### config.mk
export PLATFORM = sky130hd
export DESIGN_NAME = freq_period_meter_postproc
export DESIGN_NICKNAME = d
export VERILOG_FILES = /design/src/fpm_pkg.sv /design/src/freq_period_meter_postproc.sv
export SDC_FILE = /design/constraint.sdc
export NUM_CORES = 2
export LEC_CHECK = 0
export BUFFER_PORTS_ARGS = -buffer_cell sky130_fd_sc_hd__buf_2
export CORE_MARGIN = 2
export CORE_UTILIZATION = 50
export CTS_CLUSTER_SIZE = 30
export DETAILED_ROUTE_END_ITERATION = 10
export HOLD_SLACK_MARGIN = 0.15
export PLACE_DENSITY = 0.73
export SLEW_MARGIN = 15
export SYNTH_ARGS = -nofsm -noshare
export SYNTH_HDL_FRONTEND = slang
export SYNTH_SLANG_ARGS = --single-unit
### constraint.sdc
create_clock -name clk -period 6.8 [get_ports clk]
set_input_delay 1.02 -clock clk [delete_from_list [all_inputs] [get_ports clk]]
set_output_delay 1.02 -clock clk [all_outputs]
set_load 0.02 [all_outputs]
### src/fpm_pkg.sv
// Shared types, constants and helper functions for the frequency/period meter post-processor.
package fpm_pkg;

  // Field widths and fixed-point format
  localparam int FRAC_BITS       = 8;
  localparam int CNT_W           = 32;
  localparam int BASE_W          = CNT_W + FRAC_BITS;      // gate count in fixed point
  localparam int FREQ_W          = 48;
  localparam int K_W             = 34;                     // holds 1e10
  localparam int DIV_W           = K_W + FRAC_BITS + 1;    // dividend / quotient width
  localparam int DIV_CNT_W       = $clog2(DIV_W);
  localparam int FX_W            = FREQ_W + 4;             // room for x10 / x11
  localparam int LOW_COUNT_LIMIT = 1000;
  localparam int ADDR_W          = 4;
  localparam int DATA_W          = 32;

  localparam logic [FREQ_W-1:0] FREQ_MAX = '1;

  // Gate time selector codes
  localparam logic [1:0] GATE_100MS = 2'd0;
  localparam logic [1:0] GATE_1S    = 2'd1;
  localparam logic [1:0] GATE_10S   = 2'd2;

  // Period multiplier selector codes
  localparam logic [1:0] PER_X1   = 2'd0;
  localparam logic [1:0] PER_X10  = 2'd1;
  localparam logic [1:0] PER_X100 = 2'd2;

  // Register map, indexed by paddr[3:2]
  typedef enum logic [1:0] {
    REG_METER_EN  = 2'd0,
    REG_GATE_TIME = 2'd1,
    REG_REF_CLOCK = 2'd2,
    REG_PERIODS   = 2'd3
  } reg_idx_t;

  // Sequencer states
  typedef enum logic [3:0] {
    ST_IDLE,
    ST_GATE,
    ST_DIV,
    ST_TEST1,
    ST_TEST2,
    ST_TEST3,
    ST_PERIOD,
    ST_OUT
  } state_t;

  typedef struct packed {
    logic              gate_done;
    logic              period_done;
    logic              gate_ovf;
    logic              period_ovf;
    logic              freq_busy;
    logic              period_busy;
    logic [CNT_W-1:0]  gate_count;
    logic [CNT_W-1:0]  period_count;
  } poll_t;

  typedef struct packed {
    logic [FREQ_W-1:0] frequency_hz;
    logic              freq_error;
    logic              period_mode;
    logic              lamp_gate;
    logic              lamp_period;
    logic [CNT_W-1:0]  shown_gate_count;
    logic [CNT_W-1:0]  shown_period_count;
  } result_t;

  // Reference constant times period multiplier
  function automatic logic [K_W-1:0] period_k(logic enabled, logic [1:0] ref_sel,
                                               logic [1:0] per_sel);
    logic [1:0]     ps;
    logic [63:0]    k;
    ps = (per_sel == 2'd3) ? PER_X100 : per_sel;
    case ({ref_sel, ps})
      {2'd0, PER_X1}:   k = 64'd100000;
      {2'd0, PER_X10}:  k = 64'd1000000;
      {2'd0, PER_X100}: k = 64'd10000000;
      {2'd1, PER_X1}:   k = 64'd1000000;
      {2'd1, PER_X10}:  k = 64'd10000000;
      {2'd1, PER_X100}: k = 64'd100000000;
      {2'd2, PER_X1}:   k = 64'd10000000;
      {2'd2, PER_X10}:  k = 64'd100000000;
      {2'd2, PER_X100}: k = 64'd1000000000;
      {2'd3, PER_X1}:   k = 64'd100000000;
      {2'd3, PER_X10}:  k = 64'd1000000000;
      {2'd3, PER_X100}: k = 64'd10000000000;
      default:          k = 64'd1000000;
    endcase
    if (!enabled) begin
      k = 64'd1000000;
    end
    return k[K_W-1:0];
  endfunction

  // Clamp a wide frequency to the output range
  function automatic logic [FREQ_W-1:0] sat_freq(logic [FX_W-1:0] v);
    return (v > FX_W'(FREQ_MAX)) ? FREQ_MAX : v[FREQ_W-1:0];
  endfunction

endpackage

### src/freq_period_meter_postproc.sv
// Top level: frequency/period meter post-processor with APB config and shared divider.
// Flow: a poll passes ST_GATE and ST_PERIOD on its way to ST_OUT; a reading taken
//   adds the ST_TEST1..ST_TEST3 deviation test, and a 10 s gate reading or a nonzero period count
//   first runs the DIV_W = 43 bit restoring divider, one quotient bit per cycle.
// A new poll is taken only in ST_IDLE, after the last result is registered; result stalls hold ST_OUT.
// Reset (rst, synchronous): config to enabled / 1 s gate / 1e5 ref / x1, control state cleared.
module freq_period_meter_postproc (
  input  logic                        clk,
  input  logic                        rst,
  input  logic                        poll_valid,
  output logic                        poll_ready,
  input  fpm_pkg::poll_t              poll,
  output logic                        result_valid,
  input  logic                        result_ready,
  output fpm_pkg::result_t            result,
  input  logic                        psel,
  input  logic                        penable,
  input  logic                        pwrite,
  input  logic [fpm_pkg::ADDR_W-1:0]  paddr,
  input  logic [fpm_pkg::DATA_W-1:0]  pwdata,
  output logic [fpm_pkg::DATA_W-1:0]  prdata,
  output logic                        pready
);

  // Config registers
  logic       meter_enabled;
  logic [1:0] gate_time_sel;
  logic [1:0] ref_clock_sel;
  logic [1:0] periods_sel;

  // Sequencer and block state
  fpm_pkg::state_t              state, state_next;
  fpm_pkg::poll_t               item;
  logic                         use_period;
  logic [fpm_pkg::FREQ_W-1:0]   prev_freq;
  logic [fpm_pkg::FREQ_W-1:0]   acc_freq;
  logic                         err_flag;
  logic                         gate_lamp;
  logic                         period_lamp;
  logic [fpm_pkg::CNT_W-1:0]    gate_shown;
  logic [fpm_pkg::CNT_W-1:0]    period_shown;
  logic                         phase_period;
  logic [fpm_pkg::FREQ_W-1:0]   freq_val;

  // Shared divider
  logic [fpm_pkg::DIV_W-1:0]     div_quo;
  logic [fpm_pkg::CNT_W-1:0]     div_rem;
  logic [fpm_pkg::CNT_W-1:0]     div_den;
  logic [fpm_pkg::DIV_CNT_W-1:0] div_cnt;

  // Deviation test
  logic [fpm_pkg::FX_W-1:0]     f10;
  logic [fpm_pkg::FX_W-1:0]     bound;
  logic                         below;

  // Combinational helpers
  logic                         cfg_wr;
  logic                         out_free;
  logic [1:0]                   gate_sel_eff;
  logic                         gate_take;
  logic                         period_take;
  logic [fpm_pkg::BASE_W-1:0]   gate_base;
  logic [fpm_pkg::FX_W-1:0]     gate_x10;
  logic [fpm_pkg::DIV_W-1:0]    gate_dividend;
  logic [fpm_pkg::DIV_W-1:0]    period_dividend;
  logic [fpm_pkg::CNT_W:0]      rem_sh;
  logic [fpm_pkg::CNT_W:0]      rem_diff;
  logic                         q_bit;
  logic [fpm_pkg::DIV_W-1:0]    quo_step;
  logic [fpm_pkg::CNT_W-1:0]    rem_step;
  logic                         reject;

  // APB port
  assign pready = 1'b1;
  assign cfg_wr = psel & penable & pwrite;

  always_ff @(posedge clk) begin
    if (rst) begin
      meter_enabled <= 1'b1;
      gate_time_sel <= fpm_pkg::GATE_1S;
      ref_clock_sel <= 2'd0;
      periods_sel   <= fpm_pkg::PER_X1;
    end else if (cfg_wr) begin
      case (fpm_pkg::reg_idx_t'(paddr[3:2]))
        fpm_pkg::REG_METER_EN:  meter_enabled <= pwdata[0];
        fpm_pkg::REG_GATE_TIME: gate_time_sel <= pwdata[1:0];
        fpm_pkg::REG_REF_CLOCK: ref_clock_sel <= pwdata[1:0];
        fpm_pkg::REG_PERIODS:   periods_sel   <= pwdata[1:0];
        default: ;
      endcase
    end
  end

  always_comb begin
    case (fpm_pkg::reg_idx_t'(paddr[3:2]))
      fpm_pkg::REG_METER_EN:  prdata = fpm_pkg::DATA_W'(meter_enabled);
      fpm_pkg::REG_GATE_TIME: prdata = fpm_pkg::DATA_W'(gate_time_sel);
      fpm_pkg::REG_REF_CLOCK: prdata = fpm_pkg::DATA_W'(ref_clock_sel);
      fpm_pkg::REG_PERIODS:   prdata = fpm_pkg::DATA_W'(periods_sel);
      default:                prdata = '0;
    endcase
  end

  // Reading decode
  assign poll_ready   = (state == fpm_pkg::ST_IDLE);
  assign out_free     = !result_valid || result_ready;
  assign gate_sel_eff = !meter_enabled ? fpm_pkg::GATE_100MS :
                        (gate_time_sel == 2'd3) ? fpm_pkg::GATE_10S : gate_time_sel;
  assign gate_take    = item.gate_done && !use_period &&
                        (item.gate_count >= fpm_pkg::CNT_W'(fpm_pkg::LOW_COUNT_LIMIT));
  assign period_take  = item.period_done && use_period;
  assign gate_base    = {item.gate_count, {fpm_pkg::FRAC_BITS{1'b0}}};
  assign gate_x10     = (fpm_pkg::FX_W'(gate_base) << 3) + (fpm_pkg::FX_W'(gate_base) << 1);
  assign gate_dividend   = fpm_pkg::DIV_W'(gate_base) + fpm_pkg::DIV_W'(5);
  assign period_dividend =
      (fpm_pkg::DIV_W'(fpm_pkg::period_k(meter_enabled, ref_clock_sel, periods_sel))
       << fpm_pkg::FRAC_BITS) + fpm_pkg::DIV_W'(item.period_count >> 1);

  // Divider step: one quotient bit per cycle
  assign rem_sh   = {div_rem, div_quo[fpm_pkg::DIV_W-1]};
  assign rem_diff = rem_sh - {1'b0, div_den};
  assign q_bit    = !rem_diff[fpm_pkg::CNT_W];
  assign rem_step = q_bit ? rem_diff[fpm_pkg::CNT_W-1:0] : rem_sh[fpm_pkg::CNT_W-1:0];
  assign quo_step = {div_quo[fpm_pkg::DIV_W-2:0], q_bit};

  // Outside 0.9 .. 1.1 of previous
  assign reject = below || (f10 > bound);

  // State register
  always_ff @(posedge clk) begin
    if (rst) begin
      state <= fpm_pkg::ST_IDLE;
    end else begin
      state <= state_next;
    end
  end

  // Next state
  always_comb begin
    state_next = state;
    case (state)
      fpm_pkg::ST_IDLE: begin
        if (poll_valid) state_next = fpm_pkg::ST_GATE;
      end
      fpm_pkg::ST_GATE: begin
        if (!gate_take) begin
          state_next = fpm_pkg::ST_PERIOD;
        end else if (gate_sel_eff == fpm_pkg::GATE_10S) begin
          state_next = fpm_pkg::ST_DIV;
        end else begin
          state_next = fpm_pkg::ST_TEST1;
        end
      end
      fpm_pkg::ST_DIV: begin
        if (div_cnt == '0) state_next = fpm_pkg::ST_TEST1;
      end
      fpm_pkg::ST_TEST1: state_next = fpm_pkg::ST_TEST2;
      fpm_pkg::ST_TEST2: state_next = fpm_pkg::ST_TEST3;
      fpm_pkg::ST_TEST3: begin
        state_next = phase_period ? fpm_pkg::ST_OUT : fpm_pkg::ST_PERIOD;
      end
      fpm_pkg::ST_PERIOD: begin
        if (!period_take) begin
          state_next = fpm_pkg::ST_OUT;
        end else if (item.period_count == '0) begin
          state_next = fpm_pkg::ST_TEST1;
        end else begin
          state_next = fpm_pkg::ST_DIV;
        end
      end
      fpm_pkg::ST_OUT: begin
        if (out_free) state_next = fpm_pkg::ST_IDLE;
      end
      default: state_next = fpm_pkg::ST_IDLE;
    endcase
  end

  // Datapath and block state
  always_ff @(posedge clk) begin
    if (rst) begin
      use_period   <= 1'b0;
      prev_freq    <= '0;
      acc_freq     <= '0;
      err_flag     <= 1'b0;
      gate_lamp    <= 1'b0;
      period_lamp  <= 1'b0;
      gate_shown   <= '0;
      period_shown <= '0;
      phase_period <= 1'b0;
    end else begin
      case (state)
        fpm_pkg::ST_IDLE: begin
          if (poll_valid) begin
            // lamps latch on busy, clear on ready
            if (!gate_lamp) begin
              gate_lamp <= poll.freq_busy;
            end else if (poll.gate_done) begin
              gate_lamp <= 1'b0;
            end
            if (!period_lamp) begin
              period_lamp <= poll.period_busy;
            end else if (poll.period_done) begin
              period_lamp <= 1'b0;
            end
          end
        end
        fpm_pkg::ST_GATE: begin
          phase_period <= 1'b0;
          if (item.gate_done) begin
            gate_shown <= item.gate_count;
            if (!use_period && !gate_take) use_period <= 1'b1;
          end
        end
        fpm_pkg::ST_TEST3: begin
          if (reject) begin
            err_flag <= 1'b1;
          end else begin
            err_flag <= 1'b0;
            acc_freq <= freq_val;
          end
          prev_freq <= freq_val;
        end
        fpm_pkg::ST_PERIOD: begin
          phase_period <= 1'b1;
          if (item.period_done) period_shown <= item.period_count;
          if (period_take) use_period <= 1'b0;
        end
        fpm_pkg::ST_OUT: begin
          // overflow clears after the readings
          if (out_free) begin
            if (item.gate_ovf) gate_shown <= '0;
            if (item.period_ovf) period_shown <= '0;
          end
        end
        default: ;
      endcase
    end
  end

  // Payload registers: item, divider, frequency, test terms
  always_ff @(posedge clk) begin
    case (state)
      fpm_pkg::ST_IDLE: begin
        if (poll_valid) item <= poll;
      end
      fpm_pkg::ST_GATE: begin
        freq_val <= (gate_sel_eff == fpm_pkg::GATE_1S) ?
                    fpm_pkg::sat_freq(fpm_pkg::FX_W'(gate_base)) :
                    fpm_pkg::sat_freq(gate_x10);
        div_quo  <= gate_dividend;
        div_rem  <= '0;
        div_den  <= fpm_pkg::CNT_W'(10);
        div_cnt  <= fpm_pkg::DIV_CNT_W'(fpm_pkg::DIV_W - 1);
      end
      fpm_pkg::ST_PERIOD: begin
        freq_val <= '0;
        div_quo  <= period_dividend;
        div_rem  <= '0;
        div_den  <= item.period_count;
        div_cnt  <= fpm_pkg::DIV_CNT_W'(fpm_pkg::DIV_W - 1);
      end
      fpm_pkg::ST_DIV: begin
        div_quo <= quo_step;
        div_rem <= rem_step;
        div_cnt <= div_cnt - 1'b1;
        if (div_cnt == '0) freq_val <= fpm_pkg::sat_freq(fpm_pkg::FX_W'(quo_step));
      end
      fpm_pkg::ST_TEST1: begin
        f10   <= (fpm_pkg::FX_W'(freq_val) << 3) + (fpm_pkg::FX_W'(freq_val) << 1);
        bound <= (fpm_pkg::FX_W'(prev_freq) << 3) + fpm_pkg::FX_W'(prev_freq);
      end
      fpm_pkg::ST_TEST2: begin
        below <= (f10 < bound);
        bound <= bound + (fpm_pkg::FX_W'(prev_freq) << 1);
      end
      default: ;
    endcase
  end

  // Output register
  always_ff @(posedge clk) begin
    if (rst) begin
      result_valid <= 1'b0;
    end else if (state == fpm_pkg::ST_OUT && out_free) begin
      result_valid <= 1'b1;
    end else if (result_ready) begin
      result_valid <= 1'b0;
    end
  end

  always_ff @(posedge clk) begin
    if (state == fpm_pkg::ST_OUT && out_free) begin
      result.frequency_hz       <= acc_freq;
      result.freq_error         <= err_flag;
      result.period_mode        <= use_period;
      result.lamp_gate          <= gate_lamp;
      result.lamp_period        <= period_lamp;
      result.shown_gate_count   <= item.gate_ovf ? '0 : gate_shown;
      result.shown_period_count <= item.period_ovf ? '0 : period_shown;
    end
  end

`ifndef SYNTHESIS
  a_busy_after_poll: assert property (@(posedge clk) disable iff (rst)
    (poll_valid && poll_ready) |=> !poll_ready)
    else $error("poll taken while a poll is still in work");

  a_div_done: assert property (@(posedge clk) disable iff (rst)
    (state == fpm_pkg::ST_DIV && div_cnt == '0) |=> (state == fpm_pkg::ST_TEST1))
    else $error("divider did not hand over to the deviation test");

  a_accept_clears_error: assert property (@(posedge clk) disable iff (rst)
    (state == fpm_pkg::ST_TEST3 && !reject) |=> (!err_flag && acc_freq == $past(freq_val)))
    else $error("accepted reading not latched");

  a_period_leaves_mode: assert property (@(posedge clk) disable iff (rst)
    (state == fpm_pkg::ST_PERIOD && item.period_done) |=> !use_period)
    else $error("period mode kept after a period reading");
`endif

endmodule

# Word level (Yosys, flattened, before mapping)
# Memories as Yosys holds them, arrays and structs flattened.
# Index checks and enable logic that the tools add are counted.
# W data, S select, Z words.
[classes] addsub=8 multipliers=0 n_div=0 n_lt_le_gt_ge=4 n_eq_ne=21 shifts=0 n_mux=44 bitwise_logic=3 n_reduce_logical=34
[ops] cell="$pmux W32 S2" count=4
[ops] cell="$mux W32" count=7
[ops] cell="$mux W48" count=3
[ops] cell="$pmux W48 S3" count=1
[ops] cell="$pmux W43 S3" count=1
[ops] cell="$pmux W32 S4" count=1
[ops] cell="$pmux W52 S2" count=1
[ops] cell="$add A51 B48 Y52" count=1
[ops] cell="$add A51 B49 Y52" count=1
[ops] cell="$add A52 B49 Y52" count=1
[ops] cell="$gt A52 B52 Y1" count=1
[ops] cell="$lt A52 B52 Y1" count=1
[ops] cell="$gt A44 B48 Y1 const B" count=1
[ops] cell="$add A43 B41 Y44" count=1
[ops] cell="$add A42 B31 Y43" count=1
[ops] cell="$add A40 B3 Y41 const B" count=1
[ops] cell="$mux W34" count=1
[ops] cell="$sub A33 B32 Y33" count=1
[ops] cell="$ge A32 B10 Y1 const B" count=1
[ops] cell="$logic_not A32 Y1" count=1
[ops] cell="$pmux W4 S8" count=1
[ops] cell="$eq A4 B3 Y1 const B" count=4
[ops] cell="$ne A2 B2 Y1 const B" count=7
[ops] cell="$reduce_and A2 Y1" count=7
[ops] cell="other kinds (24)" count=64
[totals] reg_bits=627 latchBits=0 ram_bits=0 romBits=432 in_bits=113 output_inout_bits=151 wordCells=151 n_memories=1
[memory_table] name="(no name shown)" words=16 width=27 read_ports=1 rd_ports_with_merged_regs=0 wr=0 line="fpm_pkg.sv:76" rtl="case ({ref_sel, ps})"

# Depth between registers and ports, before layout
[logic_depth] ltp_word=8 mapped_depth=18 mapped_depth_nobuf=16

# Worst setup path before layout
# No wires, ideal clock.
[synth_timing] path_type="input -> register" startpoint="input result_ready" endpoint="register period_shown[10] (netlist bit)" setup_ps=86 t_arrival_ps=6751 path_slack_ps=-36 cell_stages=7 cell_sequence="nor2b_1 -> nor2_1 -> a21o_1 -> clkbuf_1 -> clkbuf_1 -> nor2_1 -> a211oi_1"
[synth_via] elab_chain_cells=3
[synth_rtl] item="from (decl)" line="freq_period_meter_postproc.sv:14" rtl="input logic result_ready,"
[synth_rtl] item="$logic_or A1 B1 Y1" line="freq_period_meter_postproc.sv:106" rtl="assign out_free = !result_valid || result_ready;"
[synth_rtl] item="$ne A2 B2 Y1 (no source line)"
[synth_rtl] item="$reduce_and A3 Y1 (no source line)"
[synth_rtl] item="to (signal assigned)" line="freq_period_meter_postproc.sv:225" rtl="if (item.period_done) period_shown <= item.period_count;"
[synth_rtl] item="to (decl)" line="freq_period_meter_postproc.sv:41" rtl="logic [fpm_pkg::CNT_W-1:0] period_shown;"
# Every way passes these cells.
# A chain may end at the register's enable or synchronous reset.

# Final worst setup path
[layout_timing] startpoint="register ref_clock_sel[1]" endpoint="register div_quo[34] (netlist bit), data pin"
[layout_via] elab_chain_cells=4
[layout_rtl] item="from (decl)" line="freq_period_meter_postproc.sv:28" rtl="logic [1:0] ref_clock_sel;"
[layout_rtl] item="from (signal assigned)" line="freq_period_meter_postproc.sv:87" rtl="fpm_pkg::REG_REF_CLOCK: ref_clock_sel <= pwdata[1:0];"
[layout_rtl] item="$mem_v2 Z16 W27"
[layout_rtl] item="$mux W34" line="fpm_pkg.sv:91" rtl="if (!enabled) begin"
[layout_rtl] item="$add A42 B31 Y43" line="freq_period_meter_postproc.sv:117" rtl="<< fpm_pkg::FRAC_BITS) + fpm_pkg::DIV_W'(item.period_count >> 1);"
[layout_rtl] item="$pmux W43 S3" line="freq_period_meter_postproc.sv:242" rtl="case (state)"
[layout_rtl] item="to (signal assigned)" line="freq_period_meter_postproc.sv:250" rtl="div_quo <= gate_dividend;"
[layout_rtl] item="to (signal assigned)" line="freq_period_meter_postproc.sv:257" rtl="div_quo <= period_dividend;"
[layout_rtl] item="to (signal assigned)" line="freq_period_meter_postproc.sv:263" rtl="div_quo <= quo_step;"
[layout_rtl] item="to (decl)" line="freq_period_meter_postproc.sv:46" rtl="logic [fpm_pkg::DIV_W-1:0] div_quo;"
# Every way passes these cells.

==> impl_metrics.csv <==
group,metric,value,unit
route,detail_route.wl_per_cell,19.3,um
layout,final_common_cell,"edfxtp_1",
sta,hold_violations,0,
floorplan,fp.dieArea,0.0741,mm^2
sta,fin_crit_sh,0.653,
sta,finClkSkew,0.0287,ns
route,firstDrtPassIters,5,
placed_design,place_congestion,0.921,
logic_synthesis,synthArstFlopShare,0,
logic_synthesis,syn_avg_cell_area,9.84,um^2
cts,clock_path_buffers,3,
logic_synthesis,synth_top_area_frac,0.365,
setup_path,crit_type,"register to register",
global_route,grt_pass1_wl,144,mm
route,drtAntennaViolNets,0,
layout,final_cell_mix,"edfxtp_1 (437), nand2_1 (356), a21oi_1 (343)",
placed_design,io_buffers,196,
floorplan,rows,98,
layout,nets,4146,
setup_path,cp_num_buf_inv,1,
layout,multi_input_area,0.0182,mm^2
sta,max_slew_margin,0.248,
logic_synthesis,ys_types,94,
floorplan,initial_core_util,0.504,
global_route,antenna_found_initial,7,
sta,max_freq,0.225,GHz
sta,worst_pin_slew,1.13,ns
setup_path,cp.arrival,4.77,ns
route,wl,92.1,mm
logic_synthesis,synthTopCellsByArea,"edfxtp_1 (36%), dfxtp_1 (9.4%), ha_1 (8.9%), a21oi_1 (4.8%), nand2_1 (3.7%)",
setup_path,start_kind,"register",
sta,maxSlewViolCount,0,
logic_synthesis,yosysSeqAreaShare,0.458,
pwr,p_per_area,366,mW/mm^2
route,drt_iter0_markers,2600,
layout,utilization,0.560,
floorplan,core_area,0.0714,mm^2
flow_run,maxCapViolCount,0,
setup_path,slowest_stage,"o41ai_1",
pwr,p_leak,17.0,nW
layout,seqCellArea,0.0165,mm^2
floorplan,io-pin-count,264,
layout,stdcell_count,4775,
pwr,vdd_ir_drop_max,259,uV
global_route,grtUsageTotal,0.244,
setup_path,crit_path_frequent_cell,"nand2_1",
placed_design,dp_hpwl,65.3,mm
cts,root_buffer,"clkbuf_16",
sta,rsz0062_at_grt,"no",
route,routed_via_density,5.83,
logic_synthesis,synthCells,3655,
global_route,grt_overflow_total,0,
logic_synthesis,ys_warn_count,0,
sta,tns,0,ns
layout,drive_above_1_share,0.102,
global_route,grt_max_degree,110,
setup_path,end_kind,"register",
setup_path,path_delay_family,"compound AO/OA/AOI/OAI gates",
route,vias,27800,
cts,hold_buffers,0,
logic_synthesis,synth.largest_area_cell,"edfxtp_1",
placed_design,dp_cells,4653,
layout,syn2layout_area_growth,11.0,%
logic_synthesis,synth-main-ff-cell,"edfxtp_1",
logic_synthesis,yosys_register_bits,605,
logic_synthesis,synth_edf_count,437,
setup_path,critPathRequiredTime,7.12,ns
cts,clk_pin_slew,0.06,ns
cts,cts_setup_buffers,0,
route,drc,0,
cts,cts.sinks,605,
logic_synthesis,synth_area,0.0360,mm^2
setup_path,path_cells,"nand2_1 -> or3_1 -> nand2_1 -> nand2_1 -> inv_1 -> ha_1 -> a21o_1 -> a21o_1 -> a2111oi_0 -> a21oi_1 -> o41ai_1 -> o2111ai_1 -> a21oi_1 -> nand2_1 -> o21ai_0 -> o21ai_0",
floorplan,fp.dieW,272,um
sta,setup_viol,0,
cts,clk_latency,0.62,ns
min_path,hold_path.class,"register to register",
cts,cts_tree,"built",
layout,nFillCells,6226,
sta,layout_min_cycle_time,4.44,ns
status,status,"complete, no violations",
cts,cts.repair.resized,0,
cts,cts_buffers,66,
floorplan,die_height,272,um
setup_path,critPathMaxStageDelay,0.66,ns
global_route,grt_pass1_vias,26400,
setup_path,crit_fanout,15,
cts,htree_levels,3,
==> where the power goes <==
group | switching [mW] | total, mW | internal, mW
registers | 0.618 | 5.56 | 4.94
logic | 3.21 | 5.23 | 2.02
clock network | 1.53 | 3.82 | 2.29
==> worst reg2reg max path, cell delays in order, from the launching register on <==
cell and delay (ns):
dfxtp_1 0.65, nand2_1 0.12, or3_1 0.34, nand2_1 0.08, nand2_1 0.08, inv_1 0.13, ha_1 0.28, a21o_1 0.19
a21o_1 0.20, a2111oi_0 0.41, a21oi_1 0.15, o41ai_1 0.66, o2111ai_1 0.36, a21oi_1 0.22, nand2_1 0.07, o21ai_0 0.11
o21ai_0 0.09
==> per-layer routing <==
layer	GRT usage	vias up	routed length, um
met5	0	-	30
met4	0.0881	4	2790
met3	0.0391	167	6320
met2	0.384	960	41500
met1	0.341	13100	41500
li1	-	13600	-
==> cells in the mapped netlist (40+ instances only) <==
| library cell | count |
|---|---|
| nor2b_1 | 109 |
| dfxtp_1 | 168 |
| inv_1 | 149 |
| nand3_1 | 77 |
| clkbuf_1 | 138 |
| nand2_1 | 358 |
| a21oi_1 | 344 |
| a21o_1 | 135 |
| o21ai_0 | 155 |
| mux2i_1 | 132 |
| edfxtp_1 | 437 |
| and3_1 | 65 |
| nor2_1 | 293 |
| a211oi_1 | 86 |
| xor2_1 | 74 |
| ha_1 | 256 |
| nand4_1 | 40 |
| xnor2_1 | 114 |
| o21ai_1 | 45 |
==> cell families after synthesis <==
group           Yosys count  share of synthesized area
fa+ha+maj               262                     0.0924
flops                   605                      0.458
simple gates           1099                      0.144
other cells               2                   0.000209
compound gates         1005                      0.179
buf+inv                 359                     0.0424
xor+xnor                188                     0.0458
mux                     135                     0.0380
==> registers in the layout, summed over array words and instances (netlist names), 3 cells and up <==
signal / flops
div_quo: 43
acc_freq: 44
period_shown: 32
div_den: 32
gate_shown: 32
div_rem: 32
bound: 52
item: 36
div_cnt: 6
prev_freq: 44
gate_base: 32
freq_val: 44
state: 3
f10: 47
result: 112
==> final cells by class <==
type | instances | area share
Inverter | 152 | 0.0143
Antenna cell | 2 | 0.000125
Clock inverter | 36 | 0.0117
Multi-Input combinational cell | 2724 | 0.455
Tap cell | 950 | 0.0298
Timing Repair Buffer | 222 | 0.0296
Clock buffer | 84 | 0.0464
Sequential cell | 605 | 0.413
==> metrics by stage <==
stage	cell area (um^2)	hold WS [ns]	power, mW	worst slack, ns
6_report	39900	0.427	14.6	2.36
5_1_grt	39900	0.441	15.5	2.00
4_1_cts	39900	0.427	14.6	2.42
3_5_place_dp	37600	0.416	10.8	2.48
3_3_place_gp	37600	0.415	10.6	2.50
2_1_floorplan	36100	0.408	9.47	1.68
==> final timing paths <==
| check | from | end | slack (ns) | cells after the start |
|---|---|---|---|---|
| setup reg to reg | ref_clock_sel[1]$_SDFFE_PP0P_ | div_quo[34]$_DFFE_PP_ | 2.36 | 16 |
| setup / recovery | ref_clock_sel[1]$_SDFFE_PP0P_ | div_quo[34]$_DFFE_PP_ | 2.36 | 16 |
| hold reg to reg | acc_freq[41]$_SDFFE_PP0P_ | result[109]$_DFFE_PP_ | 0.43 | 0 |
| hold / removal | acc_freq[41]$_SDFFE_PP0P_ | result[109]$_DFFE_PP_ | 0.43 | 0 |
(Power assumes the default switching activity.)
